## src/rtl/crgb_pkg.sv

```systemverilog
// Shared types, constants and the gamma curve for the clipped rectangle blit.
// No dependencies; every rtl file imports this package.
package crgb_pkg;

  localparam int unsigned EDGE_W      = 11;
  localparam int unsigned OFS_W       = 22;
  localparam int unsigned COORD_W     = 16;
  localparam int unsigned PIX_W       = 32;
  localparam int unsigned COLOR_W     = 24;
  localparam int unsigned MAX_EDGE    = 1024;
  localparam int unsigned FRAME_RESET = 1024;
  localparam int unsigned QUEUE_DEPTH = 2;

  typedef enum logic {
    REG_FRAME_WIDTH  = 1'b0,
    REG_FRAME_HEIGHT = 1'b1
  } cfg_reg_e;

  typedef enum logic {
    KIND_RECT  = 1'b0,
    KIND_PIXEL = 1'b1
  } item_kind_e;

  typedef struct packed {
    logic [EDGE_W-1:0] width;
    logic [EDGE_W-1:0] height;
  } frame_cfg_t;

  typedef struct packed {
    item_kind_e         kind;
    logic               empty;
    logic [EDGE_W-1:0]  top;
    logic [EDGE_W-1:0]  left;
    logic [EDGE_W-1:0]  bottom;
    logic [EDGE_W-1:0]  right;
    logic [COLOR_W-1:0] color;
  } blit_item_t;

  localparam logic [7:0] GAMMA_CURVE [256] = '{
    8'h00, 8'h04, 8'h07, 8'h09, 8'h0b, 8'h0d, 8'h0f, 8'h11,
    8'h13, 8'h15, 8'h16, 8'h18, 8'h1a, 8'h1b, 8'h1d, 8'h1e,
    8'h20, 8'h21, 8'h23, 8'h24, 8'h26, 8'h27, 8'h29, 8'h2a,
    8'h2b, 8'h2d, 8'h2e, 8'h2f, 8'h31, 8'h32, 8'h33, 8'h34,
    8'h36, 8'h37, 8'h38, 8'h3a, 8'h3b, 8'h3c, 8'h3d, 8'h3e,
    8'h40, 8'h41, 8'h42, 8'h43, 8'h44, 8'h45, 8'h47, 8'h48,
    8'h49, 8'h4a, 8'h4b, 8'h4c, 8'h4d, 8'h4e, 8'h50, 8'h51,
    8'h52, 8'h53, 8'h54, 8'h55, 8'h56, 8'h57, 8'h58, 8'h59,
    8'h5a, 8'h5b, 8'h5d, 8'h5e, 8'h5f, 8'h60, 8'h61, 8'h62,
    8'h63, 8'h64, 8'h65, 8'h66, 8'h67, 8'h68, 8'h69, 8'h6a,
    8'h6b, 8'h6c, 8'h6d, 8'h6e, 8'h6f, 8'h70, 8'h71, 8'h72,
    8'h73, 8'h74, 8'h75, 8'h76, 8'h77, 8'h78, 8'h79, 8'h7a,
    8'h7b, 8'h7c, 8'h7c, 8'h7d, 8'h7e, 8'h7f, 8'h80, 8'h81,
    8'h82, 8'h83, 8'h84, 8'h85, 8'h86, 8'h87, 8'h88, 8'h89,
    8'h8a, 8'h8a, 8'h8b, 8'h8c, 8'h8d, 8'h8e, 8'h8f, 8'h90,
    8'h91, 8'h92, 8'h93, 8'h94, 8'h94, 8'h95, 8'h96, 8'h97,
    8'h98, 8'h99, 8'h9a, 8'h9b, 8'h9c, 8'h9d, 8'h9d, 8'h9e,
    8'h9f, 8'ha0, 8'ha1, 8'ha2, 8'ha3, 8'ha4, 8'ha4, 8'ha5,
    8'ha6, 8'ha7, 8'ha8, 8'ha9, 8'haa, 8'haa, 8'hab, 8'hac,
    8'had, 8'hae, 8'haf, 8'hb0, 8'hb0, 8'hb1, 8'hb2, 8'hb3,
    8'hb4, 8'hb5, 8'hb5, 8'hb6, 8'hb7, 8'hb8, 8'hb9, 8'hba,
    8'hba, 8'hbb, 8'hbc, 8'hbd, 8'hbe, 8'hbf, 8'hbf, 8'hc0,
    8'hc1, 8'hc2, 8'hc3, 8'hc4, 8'hc4, 8'hc5, 8'hc6, 8'hc7,
    8'hc8, 8'hc8, 8'hc9, 8'hca, 8'hcb, 8'hcc, 8'hcd, 8'hcd,
    8'hce, 8'hcf, 8'hd0, 8'hd1, 8'hd1, 8'hd2, 8'hd3, 8'hd4,
    8'hd5, 8'hd5, 8'hd6, 8'hd7, 8'hd8, 8'hd8, 8'hd9, 8'hda,
    8'hdb, 8'hdc, 8'hdc, 8'hdd, 8'hde, 8'hdf, 8'he0, 8'he0,
    8'he1, 8'he2, 8'he3, 8'he3, 8'he4, 8'he5, 8'he6, 8'he7,
    8'he7, 8'he8, 8'he9, 8'hea, 8'hea, 8'heb, 8'hec, 8'hed,
    8'hee, 8'hee, 8'hef, 8'hf0, 8'hf1, 8'hf1, 8'hf2, 8'hf3,
    8'hf4, 8'hf4, 8'hf5, 8'hf6, 8'hf7, 8'hf7, 8'hf8, 8'hf9,
    8'hfa, 8'hfa, 8'hfb, 8'hfc, 8'hfd, 8'hfd, 8'hfe, 8'hff
  };

  // frame register limited to MAX_EDGE
  function automatic logic [EDGE_W-1:0] eff_edge(logic [EDGE_W-1:0] val);
    if (32'(val) > MAX_EDGE) begin
      return EDGE_W'(MAX_EDGE);
    end
    return val;
  endfunction

  // signed coordinate clamped to [0, hi]
  function automatic logic [EDGE_W-1:0] clamp_edge(logic [COORD_W-1:0] v,
                                                   logic [EDGE_W-1:0] hi);
    if (v[COORD_W-1]) begin
      return '0;
    end
    if (v > COORD_W'(hi)) begin
      return hi;
    end
    return v[EDGE_W-1:0];
  endfunction

endpackage

```

## src/rtl/clipped_rect_gamma_blit_top.sv

```systemverilog
// An accepted beat is written into the queue, then into the back end's output registers.
// Throughput: one item per cycle while no stall holds the flow, using the back step's one
// 11x11 multiplier; a two-entry queue lets input and output stall independently.
// Reset: asynchronous, active low; no rectangle open, queue empty, output empty,
// frame_width and frame_height at 1024.
module clipped_rect_gamma_blit_top (
  input  logic               clk_i,
  input  logic               rst_ni,
  input  logic               in_valid_i,
  output logic               in_stall_o,
  input  logic               kind_i,
  input  logic signed [15:0] rect_top_i,
  input  logic signed [15:0] rect_left_i,
  input  logic signed [15:0] rect_bottom_i,
  input  logic signed [15:0] rect_right_i,
  input  logic [31:0]        pixel_in_i,
  output logic               out_valid_o,
  input  logic               out_stall_i,
  output logic               result_kind_o,
  output logic               empty_rect_o,
  output logic [10:0]        out_x_o,
  output logic [10:0]        out_y_o,
  output logic [10:0]        out_width_o,
  output logic [10:0]        out_height_o,
  output logic [21:0]        byte_offset_o,
  output logic [31:0]        pixel_out_o,
  output logic               last_pixel_o,
  output logic               stray_pixel_o,
  input  logic               cfg_valid_i,
  output logic               cfg_ready_o,
  input  logic               cfg_index_i,
  input  logic [10:0]        cfg_data_i
);
  import crgb_pkg::*;

  logic [EDGE_W-1:0] frame_width_q, frame_height_q;
  frame_cfg_t        frame;
  blit_item_t        front_item, queue_item;
  logic              queue_full, queue_valid, queue_pop;

  assign cfg_ready_o = 1'b1;

  always_ff @(posedge clk_i or negedge rst_ni) begin
    if (!rst_ni) begin
      frame_width_q  <= EDGE_W'(FRAME_RESET);
      frame_height_q <= EDGE_W'(FRAME_RESET);
    end else if (cfg_valid_i && cfg_ready_o) begin
      unique case (cfg_reg_e'(cfg_index_i))
        REG_FRAME_WIDTH:  frame_width_q  <= cfg_data_i;
        REG_FRAME_HEIGHT: frame_height_q <= cfg_data_i;
        default: ;
      endcase
    end
  end

  assign frame.width  = eff_edge(frame_width_q);
  assign frame.height = eff_edge(frame_height_q);
  assign in_stall_o   = queue_full;

  crgb_front u_front (
    .kind_i        (kind_i),
    .rect_top_i    (rect_top_i),
    .rect_left_i   (rect_left_i),
    .rect_bottom_i (rect_bottom_i),
    .rect_right_i  (rect_right_i),
    .pixel_in_i    (pixel_in_i),
    .frame_i       (frame),
    .item_o        (front_item)
  );

  crgb_queue u_queue (
    .clk_i       (clk_i),
    .rst_ni      (rst_ni),
    .push_i      (in_valid_i),
    .push_item_i (front_item),
    .full_o      (queue_full),
    .pop_i       (queue_pop),
    .valid_o     (queue_valid),
    .item_o      (queue_item)
  );

  crgb_back u_back (
    .clk_i         (clk_i),
    .rst_ni        (rst_ni),
    .item_valid_i  (queue_valid),
    .item_i        (queue_item),
    .item_pop_o    (queue_pop),
    .frame_width_i (frame.width),
    .out_valid_o   (out_valid_o),
    .out_stall_i   (out_stall_i),
    .result_kind_o (result_kind_o),
    .empty_rect_o  (empty_rect_o),
    .out_x_o       (out_x_o),
    .out_y_o       (out_y_o),
    .out_width_o   (out_width_o),
    .out_height_o  (out_height_o),
    .byte_offset_o (byte_offset_o),
    .pixel_out_o   (pixel_out_o),
    .last_pixel_o  (last_pixel_o),
    .stray_pixel_o (stray_pixel_o)
  );

endmodule

```

## src/rtl/crgb_front.sv

```systemverilog
// Front classifier: clamps rectangle beats to the frame and gamma-corrects pixels.
// Depends on crgb_pkg; output feeds crgb_queue.
module crgb_front (
  input  logic                         kind_i,
  input  logic signed [15:0]           rect_top_i,
  input  logic signed [15:0]           rect_left_i,
  input  logic signed [15:0]           rect_bottom_i,
  input  logic signed [15:0]           rect_right_i,
  input  logic [31:0]                  pixel_in_i,
  input  crgb_pkg::frame_cfg_t         frame_i,
  output crgb_pkg::blit_item_t         item_o
);
  import crgb_pkg::*;

  logic [EDGE_W-1:0] top, left, bottom, right;

  always_comb begin
    top    = clamp_edge(COORD_W'(unsigned'(rect_top_i)), frame_i.height);
    left   = clamp_edge(COORD_W'(unsigned'(rect_left_i)), frame_i.width);
    bottom = clamp_edge(COORD_W'(unsigned'(rect_bottom_i)), frame_i.height);
    right  = clamp_edge(COORD_W'(unsigned'(rect_right_i)), frame_i.width);

    item_o.kind   = item_kind_e'(kind_i);
    item_o.empty  = (top >= bottom) || (left >= right);
    item_o.top    = top;
    item_o.left   = left;
    item_o.bottom = bottom;
    item_o.right  = right;
    // byte 0 to the top byte, byte 2 just above the zero low byte
    item_o.color  = {GAMMA_CURVE[pixel_in_i[7:0]],
                     GAMMA_CURVE[pixel_in_i[15:8]],
                     GAMMA_CURVE[pixel_in_i[23:16]]};
  end

endmodule

```

## src/rtl/crgb_queue.sv

```systemverilog
// Short FIFO of classified items between front and back.
// Depends on crgb_pkg for the item type and depth.
module crgb_queue (
  input  logic                 clk_i,
  input  logic                 rst_ni,
  input  logic                 push_i,
  input  crgb_pkg::blit_item_t push_item_i,
  output logic                 full_o,
  input  logic                 pop_i,
  output logic                 valid_o,
  output crgb_pkg::blit_item_t item_o
);
  import crgb_pkg::*;

  localparam int unsigned PTR_W = (QUEUE_DEPTH > 1) ? $clog2(QUEUE_DEPTH) : 1;
  localparam int unsigned CNT_W = $clog2(QUEUE_DEPTH + 1);

  blit_item_t        mem_q [QUEUE_DEPTH];
  logic [PTR_W-1:0]  wr_ptr_q, rd_ptr_q;
  logic [CNT_W-1:0]  count_q, count_d;
  logic              do_push, do_pop;

  assign full_o  = (count_q == CNT_W'(QUEUE_DEPTH));
  assign valid_o = (count_q != '0);
  assign item_o  = mem_q[rd_ptr_q];
  assign do_push = push_i && !full_o;
  assign do_pop  = pop_i && valid_o;

  always_comb begin
    count_d = count_q;
    if (do_push && !do_pop) begin
      count_d = count_q + 1'b1;
    end else if (do_pop && !do_push) begin
      count_d = count_q - 1'b1;
    end
  end

  function automatic logic [PTR_W-1:0] next_ptr(logic [PTR_W-1:0] p);
    if (32'(p) == QUEUE_DEPTH - 1) begin
      return '0;
    end
    return p + 1'b1;
  endfunction

  always_ff @(posedge clk_i or negedge rst_ni) begin
    if (!rst_ni) begin
      wr_ptr_q <= '0;
      rd_ptr_q <= '0;
      count_q  <= '0;
    end else begin
      if (do_push) begin
        wr_ptr_q <= next_ptr(wr_ptr_q);
      end
      if (do_pop) begin
        rd_ptr_q <= next_ptr(rd_ptr_q);
      end
      count_q <= count_d;
    end
  end

  always_ff @(posedge clk_i) begin
    if (do_push) begin
      mem_q[wr_ptr_q] <= push_item_i;
    end
  end

  a_count_bound: assert property (@(posedge clk_i) disable iff (!rst_ni)
    32'(count_q) <= QUEUE_DEPTH)
    else $error("queue count above depth");

  a_pop_nonempty: assert property (@(posedge clk_i) disable iff (!rst_ni)
    pop_i |-> valid_o)
    else $error("pop from empty queue");

endmodule

```

## src/rtl/crgb_back.sv

```systemverilog
// Back end: tracks the open rectangle, walks its pixels and registers results.
// Depends on crgb_pkg; takes items from crgb_queue.
module crgb_back (
  input  logic                 clk_i,
  input  logic                 rst_ni,
  input  logic                 item_valid_i,
  input  crgb_pkg::blit_item_t item_i,
  output logic                 item_pop_o,
  input  logic [10:0]          frame_width_i,
  output logic                 out_valid_o,
  input  logic                 out_stall_i,
  output logic                 result_kind_o,
  output logic                 empty_rect_o,
  output logic [10:0]          out_x_o,
  output logic [10:0]          out_y_o,
  output logic [10:0]          out_width_o,
  output logic [10:0]          out_height_o,
  output logic [21:0]          byte_offset_o,
  output logic [31:0]          pixel_out_o,
  output logic                 last_pixel_o,
  output logic                 stray_pixel_o
);
  import crgb_pkg::*;

  localparam int unsigned PROD_W = OFS_W - 2;

  logic                  out_valid_q;
  logic                  rect_open_q;
  logic [EDGE_W-1:0]     clip_left_q, clip_right_q, clip_bottom_q;
  logic [EDGE_W-1:0]     cur_col_q, cur_line_q;
  logic [OFS_W-1:0]      cur_offset_q;

  logic                  kind_q, empty_q, last_q, stray_q;
  logic [EDGE_W-1:0]     x_q, y_q, w_q, h_q;
  logic [OFS_W-1:0]      ofs_q;
  logic [PIX_W-1:0]      pix_q;

  logic                  load;
  logic [EDGE_W-1:0]     col_inc, line_inc, mul_line, mul_col;
  logic [2*EDGE_W-1:0]   product;
  logic [PROD_W-1:0]     row_sum;
  logic [OFS_W-1:0]      row_ofs;

  assign load       = item_valid_i && (!out_valid_q || !out_stall_i);
  assign item_pop_o = load;

  // one multiplier shared by rectangle start and row wrap
  always_comb begin
    col_inc  = cur_col_q + 1'b1;
    line_inc = cur_line_q + 1'b1;
    mul_line = (item_i.kind == KIND_RECT) ? item_i.top : line_inc;
    mul_col  = (item_i.kind == KIND_RECT) ? item_i.left : clip_left_q;
    product  = mul_line * frame_width_i;
    row_sum  = product[PROD_W-1:0] + PROD_W'(mul_col);
    row_ofs  = {row_sum, 2'b00};
  end

  always_ff @(posedge clk_i or negedge rst_ni) begin
    if (!rst_ni) begin
      out_valid_q   <= 1'b0;
      rect_open_q   <= 1'b0;
      clip_left_q   <= '0;
      clip_right_q  <= '0;
      clip_bottom_q <= '0;
      cur_col_q     <= '0;
      cur_line_q    <= '0;
      cur_offset_q  <= '0;
    end else begin
      if (load) begin
        out_valid_q <= 1'b1;
      end else if (!out_stall_i) begin
        out_valid_q <= 1'b0;
      end
      if (load) begin
        unique case (item_i.kind)
          KIND_RECT: begin
            rect_open_q <= !item_i.empty;
            if (!item_i.empty) begin
              clip_left_q   <= item_i.left;
              clip_right_q  <= item_i.right;
              clip_bottom_q <= item_i.bottom;
              cur_col_q     <= item_i.left;
              cur_line_q    <= item_i.top;
              cur_offset_q  <= row_ofs;
            end
          end
          KIND_PIXEL: begin
            if (rect_open_q) begin
              if (col_inc >= clip_right_q) begin
                cur_col_q    <= clip_left_q;
                cur_line_q   <= line_inc;
                cur_offset_q <= row_ofs;
                if (line_inc >= clip_bottom_q) begin
                  rect_open_q <= 1'b0;
                end
              end else begin
                cur_col_q    <= col_inc;
                cur_offset_q <= cur_offset_q + OFS_W'(4);
              end
            end
          end
          default: ;
        endcase
      end
    end
  end

  always_ff @(posedge clk_i) begin
    if (load) begin
      kind_q  <= item_i.kind;
      empty_q <= 1'b0;
      last_q  <= 1'b0;
      stray_q <= 1'b0;
      x_q     <= '0;
      y_q     <= '0;
      w_q     <= '0;
      h_q     <= '0;
      ofs_q   <= '0;
      pix_q   <= '0;
      unique case (item_i.kind)
        KIND_RECT: begin
          if (item_i.empty) begin
            empty_q <= 1'b1;
          end else begin
            x_q   <= item_i.left;
            y_q   <= item_i.top;
            w_q   <= item_i.right - item_i.left;
            h_q   <= item_i.bottom - item_i.top;
            ofs_q <= row_ofs;
          end
        end
        KIND_PIXEL: begin
          if (!rect_open_q) begin
            stray_q <= 1'b1;
          end else begin
            ofs_q  <= cur_offset_q;
            pix_q  <= {item_i.color, 8'h00};
            last_q <= (col_inc >= clip_right_q) && (line_inc >= clip_bottom_q);
          end
        end
        default: ;
      endcase
    end
  end

  assign out_valid_o   = out_valid_q;
  assign result_kind_o = kind_q;
  assign empty_rect_o  = empty_q;
  assign out_x_o       = x_q;
  assign out_y_o       = y_q;
  assign out_width_o   = w_q;
  assign out_height_o  = h_q;
  assign byte_offset_o = ofs_q;
  assign pixel_out_o   = pix_q;
  assign last_pixel_o  = last_q;
  assign stray_pixel_o = stray_q;

  a_cursor_inside: assert property (@(posedge clk_i) disable iff (!rst_ni)
    rect_open_q |-> (cur_col_q < clip_right_q) && (cur_line_q < clip_bottom_q))
    else $error("pixel cursor outside open rectangle");

  a_last_closes: assert property (@(posedge clk_i) disable iff (!rst_ni)
    (out_valid_q && kind_q && last_q) |-> !rect_open_q)
    else $error("rectangle still open after its last pixel");

  a_no_pop_stalled: assert property (@(posedge clk_i) disable iff (!rst_ni)
    (out_valid_q && out_stall_i) |-> !item_pop_o)
    else $error("result overwritten while stalled");

endmodule
```

## config.mk

```make
export PLATFORM = sky130hd
export DESIGN_NAME = clipped_rect_gamma_blit_top
export DESIGN_NICKNAME = d
export VERILOG_FILES = /design/src/rtl/crgb_pkg.sv /design/src/rtl/clipped_rect_gamma_blit_top.sv /design/src/rtl/crgb_front.sv /design/src/rtl/crgb_queue.sv /design/src/rtl/crgb_back.sv
export SDC_FILE = /design/constraint.sdc
export NUM_CORES = 1
export LEC_CHECK = 0
export BUFFER_PORTS_ARGS = -buffer_cell sky130_fd_sc_hd__buf_2
export CORE_UTILIZATION = 54
export CTS_BUF_LIST = sky130_fd_sc_hd__clkbuf_4
export CTS_CLUSTER_DIAMETER = 200
export CTS_CLUSTER_SIZE = 8
export DETAILED_ROUTE_END_ITERATION = 7
export GPL_TIMING_DRIVEN = 0
export PLACE_DENSITY = 0.75
export SYNTH_ARGS = -nofsm -noshare
export SYNTH_HDL_FRONTEND = slang
export SYNTH_SLANG_ARGS = --single-unit
```

## constraint.sdc

```tcl
create_clock -name clk_i -period 10.8 [get_ports clk_i]
set_input_delay 0.54 -clock clk_i [delete_from_list [all_inputs] [get_ports clk_i]]
set_output_delay 0.54 -clock clk_i [all_outputs]
set_load 0.05 [all_outputs]
```

==> flow_summary.json <==
{
  "outcome": "finished clean",
  "cts_sinks": 335,
  "grt_max_degree": 70,
  "slowest_stage": "mux2i_1",
  "grtUsageTotal_pct": 33.1,
  "rows": 80,
  "via_count": 23300,
  "hold_violations": 0,
  "syn_inst": 2875,
  "fp.coreArea_um2": 48100,
  "initial_core_util_pct": 55.2,
  "synth_flop_cell": "edfxtp_1",
  "grt_pass1_vias": 22500,
  "max_slew_margin_pct": 36.6,
  "grt_overflow": 0,
  "syn_avg_cell_area_um2": 9.25,
  "routed_wl_um": 83500,
  "post_cts_resize_count": 0,
  "grt_pass1_wl_um": 128000,
  "synth_top_area_share_pct": 26.2,
  "crit_required_ns": 11.30,
  "rsz0062_at_grt": "no",
  "synth_most_common_cell": "nor2_1",
  "max_freq_mhz": 139,
  "setup_tns_ns": 0,
  "synth_area_um2": 26600,
  "wl_per_cell_um": 21.7,
  "drt_pass1_iterations": 7,
  "die-area_um2": 50200,
  "tightest_slew_ns": 0.924,
  "crit_type": "reg2reg",
  "place.detailed.hpwl_um": 64300,
  "cts_buffers": 47,
  "drv_cap": 0,
  "die_height_um": 224,
  "slowest_delay_ns": 0.71,
  "ioPinCount": 219,
  "worstPathCellList": "buf_6 -> buf_4 -> mux2i_1 -> mux2i_1 -> clkbuf_1 -> and2_1 -> fa_1 -> fa_1 -> fa_1 -> fa_1 -> inv_1 -> fa_1 -> inv_1 -> ha_1 -> a21oi_1 -> o21ai_0 -> a21oi_1 -> o22ai_1 -> o221ai_1 -> xor2_1 -> o21ai_1",
  "ys_types": 77,
  "cts_root_buffer": "clkbuf_4",
  "synth_top_area_cell": "edfxtp_1",
  "slew_violations": 0,
  "htreeDepth": 2,
  "initialDrtViolationCount": 2929,
  "finish.net_count": 3538,
  "finalCriticalPeriod_ns": 7.18,
  "synth_area_leaders": "edfxtp_1, dfrtp_1, ha_1, fa_1, mux2i_1",
  "period_share_pct": 66.5,
  "cp.arrival_ns": 7.68,
  "end_kind": "flip-flop",
  "ant_nets": 0,
  "synthToLayoutAreaGrowth_pct": 10.2,
  "cts_tree": "built",
  "fin_skew_ns": 0.0851,
  "synth-async-reset-ratio_pct": 30.7,
  "drive_above_1_share_pct": 15.1,
  "place.gp.congestion": 0.968,
  "critPathMaxFanout": 10,
  "ys_ff_latch": 335,
  "insertion_delay_ns": 0.81,
  "viasPerCell": 6.07,
  "path_common_cell": "fa_1",
  "synthTopCellsByCount": "nor2_1, nand2_1, edfxtp_1",
  "yosysWarnings": 0,
  "synth_edf_count": 232,
  "cts_buffer_depth": 3,
  "crit_path_start_kind": "flip-flop",
  "min_path_type": "in2reg",
  "drc": 0,
  "die_w_um": 224,
  "clk_pin_slew_ns": 0.11,
  "antenna_found_initial": 10,
  "port_buffers": 192,
  "yosysSeqAreaShare_pct": 35.9,
  "final-setup-viol-count": 0
}
[flip-flops by register name, indices dropped and copies added, names as in the netlist, 20 cells and up]
register	count
u_back.byte_offset_o	20
u_queue.mem_q	140
u_back.cur_offset_q	20
u_back.pixel_out_o	24
[cells by family (layout without fill, tap and decap cells)]
group           count (synthesis)  after routing  synth area share [%]
compound gates                706            706                  16.2
xor+xnor                       66             66                  2.20
fa+ha+maj                     288            288                  16.1
buf+inv                       399            690                  6.24
flops                         335            335                  35.9
mux                           192            192                  8.46
other cells                     2             19                0.0282
simple gates                  887            887                  14.8
[path summary, 6_finish.rpt]
check	slack (ns)	end	cells after the start	start
max	3.62	u_back.byte_offset_o[21]	21	u_queue.rd_ptr_q
min reg2reg	0.50	u_back.clip_bottom_q[10]	2	u_back.clip_bottom_q[10]
min	0.06	frame_width_q[9]	2	cfg_data_i[9]
max reg2reg	3.62	u_back.byte_offset_o[21]	21	u_queue.rd_ptr_q
max in group asynchronous	9.80	u_back.cur_offset_q[18]	3	rst_ni
min in group asynchronous	0.23	frame_width_q[3]	2	rst_ni
[area by class of cell]
cell class / count / area (um2)
multi-input cells: 2150 / 15400
well taps: 656 / 821
clock buffers: 85 / 638
flip-flops and latches: 335 / 9550
clock inverters: 3 / 28.8
repair buffers: 203 / 1150
inverters: 206 / 776
diodes: 8 / 20.0
fillers: 4253 / 18800
plain buffers: 193 / 887
[metrics by stage]
stage / hold slack (ns) / util [%] / instance area (um2) / cells / setup slack, ns
floorplan: 0.244 / - / 26600 / 2884 / 4.79
global placement: 0.469 / 59.0 / 28400 / 3732 / 3.75
detailed placement: 0.480 / 59.3 / 28600 / 3737 / 3.70
CTS: 0.0197 / 60.8 / 29300 / 3831 / 3.64
global route: 0.0258 / 60.9 / 29300 / 3837 / 3.20
finish: 0.0636 / 60.9 / 29300 / 3839 / 3.62
[critical path, delay by kind of cell, from the launching register on]
kind	cells	cell delay, ns
AOI/OAI and AO/OA	6	1.14
xor gates and xnor gates	1	0.18
adders and majority gates	6	2.95
buffers and inverters	5	0.84
DFF	1	0.43
muxes	2	1.04
and+or+nand+nor	1	0.26
[routing by layer]
| metal | GRT usage (%) | vias up | share of wire [%] |
|---|---|---|---|
| met1 | 44.5 | 11300 | 41 |
| met5 | 0 | - | 0.037 |
| met3 | 4.49 | 184 | 8.2 |
| met2 | 54.8 | 1165 | 47 |
| met4 | 12.0 | 4 | 3.6 |
| li1 | - | 10700 | - |
[layout by cell type (no fill, tap or decap), types with 23 or more instances in the layout]
cell type	netlist	routed
fa_1	92	92
nand3_1	50	50
clkbuf_1	108	108
or2_2	29	29
mux2i_1	118	118
clkbuf_4	0	85
o211ai_1	28	28
nor2_1	312	311
nor3_1	42	42
o21a_1	26	26
a211oi_1	37	37
inv_1	198	197
dfrtp_1	101	101
edfxtp_1	232	232
nand2_1	302	302
a21o_1	26	26
nor2b_1	51	51
mux2_2	53	53
ha_1	196	196
and2_1	23	23
o21ai_0	220	220
a21oi_1	207	207
buf_2	52	243
xnor2_1	46	46
a31oi_1	24	24
[timing repair]
| action | CTS | global route |
|---|---|---|
| setup buffers | 0 | 0 |
| hold buffers | 6 | 0 |
| endpoints found under the hold margin | 41 | 0 |
Power is left out: the tool's default activity adds up to more than one toggle a clock period on the data nets, which glitch-free logic cannot reach.
